[src/ntpc_pkg.sv]
// package for the nearest target pursuit controller
// widths, codes and the cordic arctangent table; no dependencies
package ntpc_pkg;

    localparam int COORD_W = 16;
    localparam int ANGLE_W = 16;
    localparam int GAIN_W = 12;
    localparam int RAD_W = 15;
    localparam int ID_W = 8;
    localparam int VEL_W = 24;
    localparam int CMD_W = 2;
    localparam int CFG_IDX_W = 2;
    localparam int CFG_DATA_W = 15;
    localparam int ENTRY_W = 2 * COORD_W + ID_W;

    localparam int DEF_TABLE_DEPTH = 16;
    localparam int DEF_CORDIC_ITERATIONS = 16;

    localparam logic [CMD_W-1:0] CMD_TARGET = 2'd0;
    localparam logic [CMD_W-1:0] CMD_POSE = 2'd1;
    localparam logic [CMD_W-1:0] CMD_TICK = 2'd2;

    localparam logic [CFG_IDX_W-1:0] CFG_ANGLE_GAIN = 2'd0;
    localparam logic [CFG_IDX_W-1:0] CFG_DIST_GAIN = 2'd1;
    localparam logic [CFG_IDX_W-1:0] CFG_CATCH_RADIUS = 2'd2;

    // cordic working width: 17 bit offset, 16 guard bits, growth
    localparam int CW = 36;
    localparam int ZW = 18;
    localparam logic signed [ZW-1:0] PI_Q13 = 18'sd25736;
    localparam logic signed [ZW-1:0] TWO_PI_Q13 = 18'sd51472;
    localparam logic [15:0] INV_K_Q16 = 16'd39796;

    typedef struct packed {
        logic start_search;
        logic start_cordic;
        logic load_held;
        logic start_out;
    } t_ctrl;

    typedef struct packed {
        logic search_done;
        logic cordic_done;
        logic out_done;
    } t_stat;

    function automatic logic signed [ZW-1:0] atan_q13(input logic [4:0] i);
        logic signed [ZW-1:0] v;
        begin
            unique case (i)
                5'd0: v = 18'sd6434;
                5'd1: v = 18'sd3798;
                5'd2: v = 18'sd2007;
                5'd3: v = 18'sd1019;
                5'd4: v = 18'sd511;
                5'd5: v = 18'sd256;
                5'd6: v = 18'sd128;
                5'd7: v = 18'sd64;
                5'd8: v = 18'sd32;
                5'd9: v = 18'sd16;
                5'd10: v = 18'sd8;
                5'd11: v = 18'sd4;
                5'd12: v = 18'sd2;
                5'd13: v = 18'sd1;
                default: v = '0;
            endcase
            return v;
        end
    endfunction

    function automatic logic signed [VEL_W-1:0] sat_vel(input logic signed [47:0] v);
        logic signed [VEL_W-1:0] r;
        begin
            if (v > 48'sd8388607) r = 24'sh7FFFFF;
            else if (v < -48'sd8388608) r = 24'sh800000;
            else r = v[VEL_W-1:0];
            return r;
        end
    endfunction

endpackage

[src/ntpc_ctrl.sv]
// controller state machine sequencing search, cordic and output
// depends on ntpc_pkg
module ntpc_ctrl
    import ntpc_pkg::*;
(
    input  logic             i_clk,
    input  logic             i_rst_n,
    input  logic             i_valid,
    input  logic [CMD_W-1:0] i_cmd,
    input  logic             i_pose_seen,
    input  logic             i_held,
    input  logic             i_count_zero,
    input  logic             i_out_busy,
    input  t_stat            i_stat,
    output logic             o_stall,
    output t_ctrl            o_ctrl
);
    localparam logic [2:0] S_IDLE = 3'd0;
    localparam logic [2:0] S_SRCH = 3'd1;
    localparam logic [2:0] S_CORD = 3'd2;
    localparam logic [2:0] S_POST = 3'd3;
    localparam logic [2:0] S_DRN = 3'd4;

    logic [2:0] r_state, n_state;
    logic take_tick;

    assign o_stall = r_state != S_IDLE || i_out_busy;
    assign take_tick = i_valid && !o_stall && i_cmd == CMD_TICK && i_pose_seen;

    always_comb begin
        n_state = r_state;
        o_ctrl = '0;
        unique case (r_state)
            S_IDLE: begin
                if (take_tick) begin
                    if (i_held) begin
                        o_ctrl.start_cordic = 1'b1; n_state = S_CORD;
                    end else if (!i_count_zero) begin
                        o_ctrl.start_search = 1'b1; n_state = S_SRCH;
                    end
                end
            end
            S_SRCH: if (i_stat.search_done) begin
                o_ctrl.load_held = 1'b1; n_state = S_DRN;
            end
            S_DRN: begin
                o_ctrl.start_cordic = 1'b1; n_state = S_CORD;
            end
            S_CORD: if (i_stat.cordic_done) n_state = S_POST;
            S_POST: if (i_stat.out_done) begin
                o_ctrl.start_out = 1'b1; n_state = S_IDLE;
            end
            default: n_state = S_IDLE;
        endcase
    end

    always_ff @(posedge i_clk) begin
        if (!i_rst_n) r_state <= S_IDLE;
        else r_state <= n_state;
    end
endmodule

[config.mk]
export PLATFORM = sky130hd
export DESIGN_NAME = ntpc_ctrl
export DESIGN_NICKNAME = d
export VERILOG_FILES = /design/src/ntpc_pkg.sv /design/src/ntpc_ctrl.sv
export SDC_FILE = /design/constraint.sdc
export NUM_CORES = 1
export LEC_CHECK = 0
export ABC_CLOCK_PERIOD_IN_PS = 1100
export BUFFER_PORTS_ARGS = -buffer_cell sky130_fd_sc_hd__buf_2
export CORE_AREA = 2 2 39 41
export CTS_CLUSTER_DIAMETER = 200
export DETAILED_ROUTE_END_ITERATION = 6
export DIE_AREA = 0 0 41 43
export GPL_TIMING_DRIVEN = 1
export PLACE_DENSITY = 0.48
export REMOVE_ABC_BUFFERS = 1
export SYNTH_ARGS = -nofsm -noshare
export SYNTH_HDL_FRONTEND = slang
export SYNTH_SLANG_ARGS = --single-unit
export TNS_END_PERCENT = 5
[constraint.sdc]
create_clock -name i_clk -period 1.1 [get_ports i_clk]
set_input_delay 0.11 -clock i_clk [delete_from_list [all_inputs] [get_ports i_clk]]
set_output_delay 0.11 -clock i_clk [all_outputs]
set_load 0.01 [all_outputs]
==> flow_summary.toml <==
[min_path]
whs_endpoint = "r_state[2]"
worstHoldStart = "i_rst_n"
hold_class = "input port to flip-flop"
whs_path_depth = 2

[critical_path]
crit_start = "r_state[1]"
cp_slowest_stage_delay_ns = 0.37
slowest_stage = "or3_4"
endpoint_kind = "output pin"
crit_chain = "or3_4 -> or2_4 -> buf_6"
worstPathArrival_ns = 1.29
critPathKind = "flip-flop to output pin"
ff2ff_setup_slack_ns = -0.19
cp-start-kind = "flip-flop"
critPathMaxFanout = 3
r2r_cells = 5
r2r-end = "r_state[1]"
critical_path_required_ns = 0.99
r2r_start = "r_state[1]"

[layout]
drive_above_1_share = 0.702
regMostFlops = "r_state"
largest_reg_flops = 3
finalNetCount = 70
largestRegisters = "r_state (3)"
design_area_um2 = 485
synthToLayoutAreaGrowth_pct = 83.0
n_antenna_cell = 0
fillers = 157

[flow_run]
cap_violations = 0

[pwr]
finalPower_uw = 367
ir_drop_mv = 0.432
powerDensity_mw_per_mm2 = 756
p_leak_uw = 0.000223

[placed_design]
io_buffers = 16
dp_hpwl_um = 552
place_area_um2 = 380
place_worst_setup_slack_ns = -0.145
gp_congestion = 0.693

[clocking]
cts.sinks = 3
ctsRootBufferMaster = "clkbuf_4"
clk_latency_ns = 0.23
cts_tree = "built"
cts_buffers = 3
clock_path_buffers = 2
cts_hold_buf = 0
htreeDepth = 1
clkTransAtPathRegs_ns = 0.04

[yosys]
synth.area.top_cells = "dfxtp_1 (23%), buf_6 (8.5%), a21oi_4 (6.1%)"
synth_cells = 33
yosysUniqueCellTypes = 21
synth_top_cell_by_area = "dfxtp_1"
seq_area_frac_synth = 0.226
yosysWarnings = 0
synth_area_um2 = 265
synth.avg_cell_area_um2 = 8.04
synth-seq-cells = 3
synth_top_area_share = 0.226

[timing]
rsz0062_at_grt = "yes"
setup_violations = 7
period_share = 1.28
max-slew-margin-rel = 0.829
worst_slack_ns = -0.303
slew_viol_final = 0
skew_ns = 0.000327
timing.fmax_mhz = 713
worstMarginPinSlew_ns = 0.256
fin_crit_ns = 1.40
finalHoldViolations = 0

[floorplan]
start_util = 0.192
core_mm2 = 0.00138
die_h_um = 43
die_x_um = 41
fp-row-count = 14
die-area_mm2 = 0.00176
io_pins = 17

[global_route]
grt_max_degree = 8
grt_pass1_wl_um = 1300
grt_usage = 0.110
grt-ovfl-total = 0
grt_pass1_vias = 317
antenna_found_initial = 0

[routing]
vias = 328
wire_per_inst_um = 10.1
wl_um = 735
drt_iter0_drc = 1
final_antenna_net_count = 0
drc = 0
firstDrtPassIters = 2
vias_per_cell = 4.49

[outcome]
outcome = "complete, but fails checks"
violations = "negative setup slack"
## synthesized netlist by cell type
| master | number |
|---|---|
| nor3b_1 | 1 |
| or3b_4 | 1 |
| o31ai_1 | 1 |
| o41ai_1 | 1 |
| nand2_1 | 4 |
| and4bb_2 | 1 |
| a31oi_1 | 2 |
| dfxtp_1 | 3 |
| or3b_1 | 1 |
| nor3_1 | 2 |
| nor2_1 | 3 |
| a21oi_1 | 1 |
| o2111ai_1 | 1 |
| nand3_1 | 2 |
| and2_1 | 1 |
| nand2b_1 | 2 |
| nor4_1 | 1 |
| buf_6 | 2 |
| a21oi_4 | 1 |
| or3_1 | 1 |
| or2_2 | 1 |
## what timing repair did
item,4_1_cts,5_1_grt
setup endpoints to repair,7,7
buffers inserted,1,0
cloned,0,0
pin swaps,4,4
resized for setup,12,7
## placed cells by master (no fill, tap or decap), types with 2 or more instances in the layout
master,synthesis,routed
nand3_1,2,2
or3b_4,1,2
nor3_2,0,2
clkbuf_4,0,3
nor2_1,3,3
nand2_1,4,3
buf_4,0,3
buf_2,0,15
buf_6,2,4
nand2b_1,2,2
dfxtp_4,0,2
## how the worst max path moves through the flow
stage	end	slack (ns)	cells after the start
after CTS	o_stall	-0.33	3
after global routing	o_stall	-0.34	3
after detailed placement	o_stall	-0.15	3
after floorplan	o_ctrl[3]	-0.19	2
final	o_stall	-0.30	3
after global placement	r_state[0]	-0.14	4
## area by class of cell
cell class	instances	area, um^2	share of cell area
tap	16	20.0	0.0412
timing repair buffer	22	143	0.294
sequential	3	68.8	0.142
clock buffer	4	26.3	0.0541
multi-input combinational	28	228	0.469
## routing by layer
metal / track usage / vias to the layer above / part of all wire
met5: 0 / - / 0
met4: 0.0600 / 0 / 0
met3: 0.0471 / 0 / 0.027
met2: 0.156 / 5 / 0.54
met1: 0.134 / 152 / 0.43
li1: - / 171 / -
## worst max-delay path: cells and delay by family, from the launching register on
kind / cells / cell delay [ns]
flops: 1 / 0.34
buf+inv: 1 / 0.12
simple gates: 2 / 0.61
## report_power, final
group	internal, uW	switching (uW)
Sequential	106	1.32
Combinational	37.6	28.8
Clock	136	57.0
## per-stage QoR
step / utilization / hold WS [ns] / instances / setup TNS (ns)
2_1_floorplan: - / 0.232 / 31 / -0.536
5_1_grt: 0.351 / 0.157 / 73 / -1.52
3_3_place_gp: 0.275 / 0.386 / 68 / -0.538
4_1_cts: 0.332 / 0.141 / 73 / -1.42
6_report: 0.351 / 0.151 / 73 / -1.14
3_5_place_dp: 0.275 / 0.384 / 68 / -0.539
## cells by family after synthesis
logic type	Yosys count	synth area share
AOI/OAI and AO/OA	7	0.222
DFF	3	0.226
buffers and inverters	2	0.0849
and+or+nand+nor	21	0.467
Power figures use the tool's default switching activity.
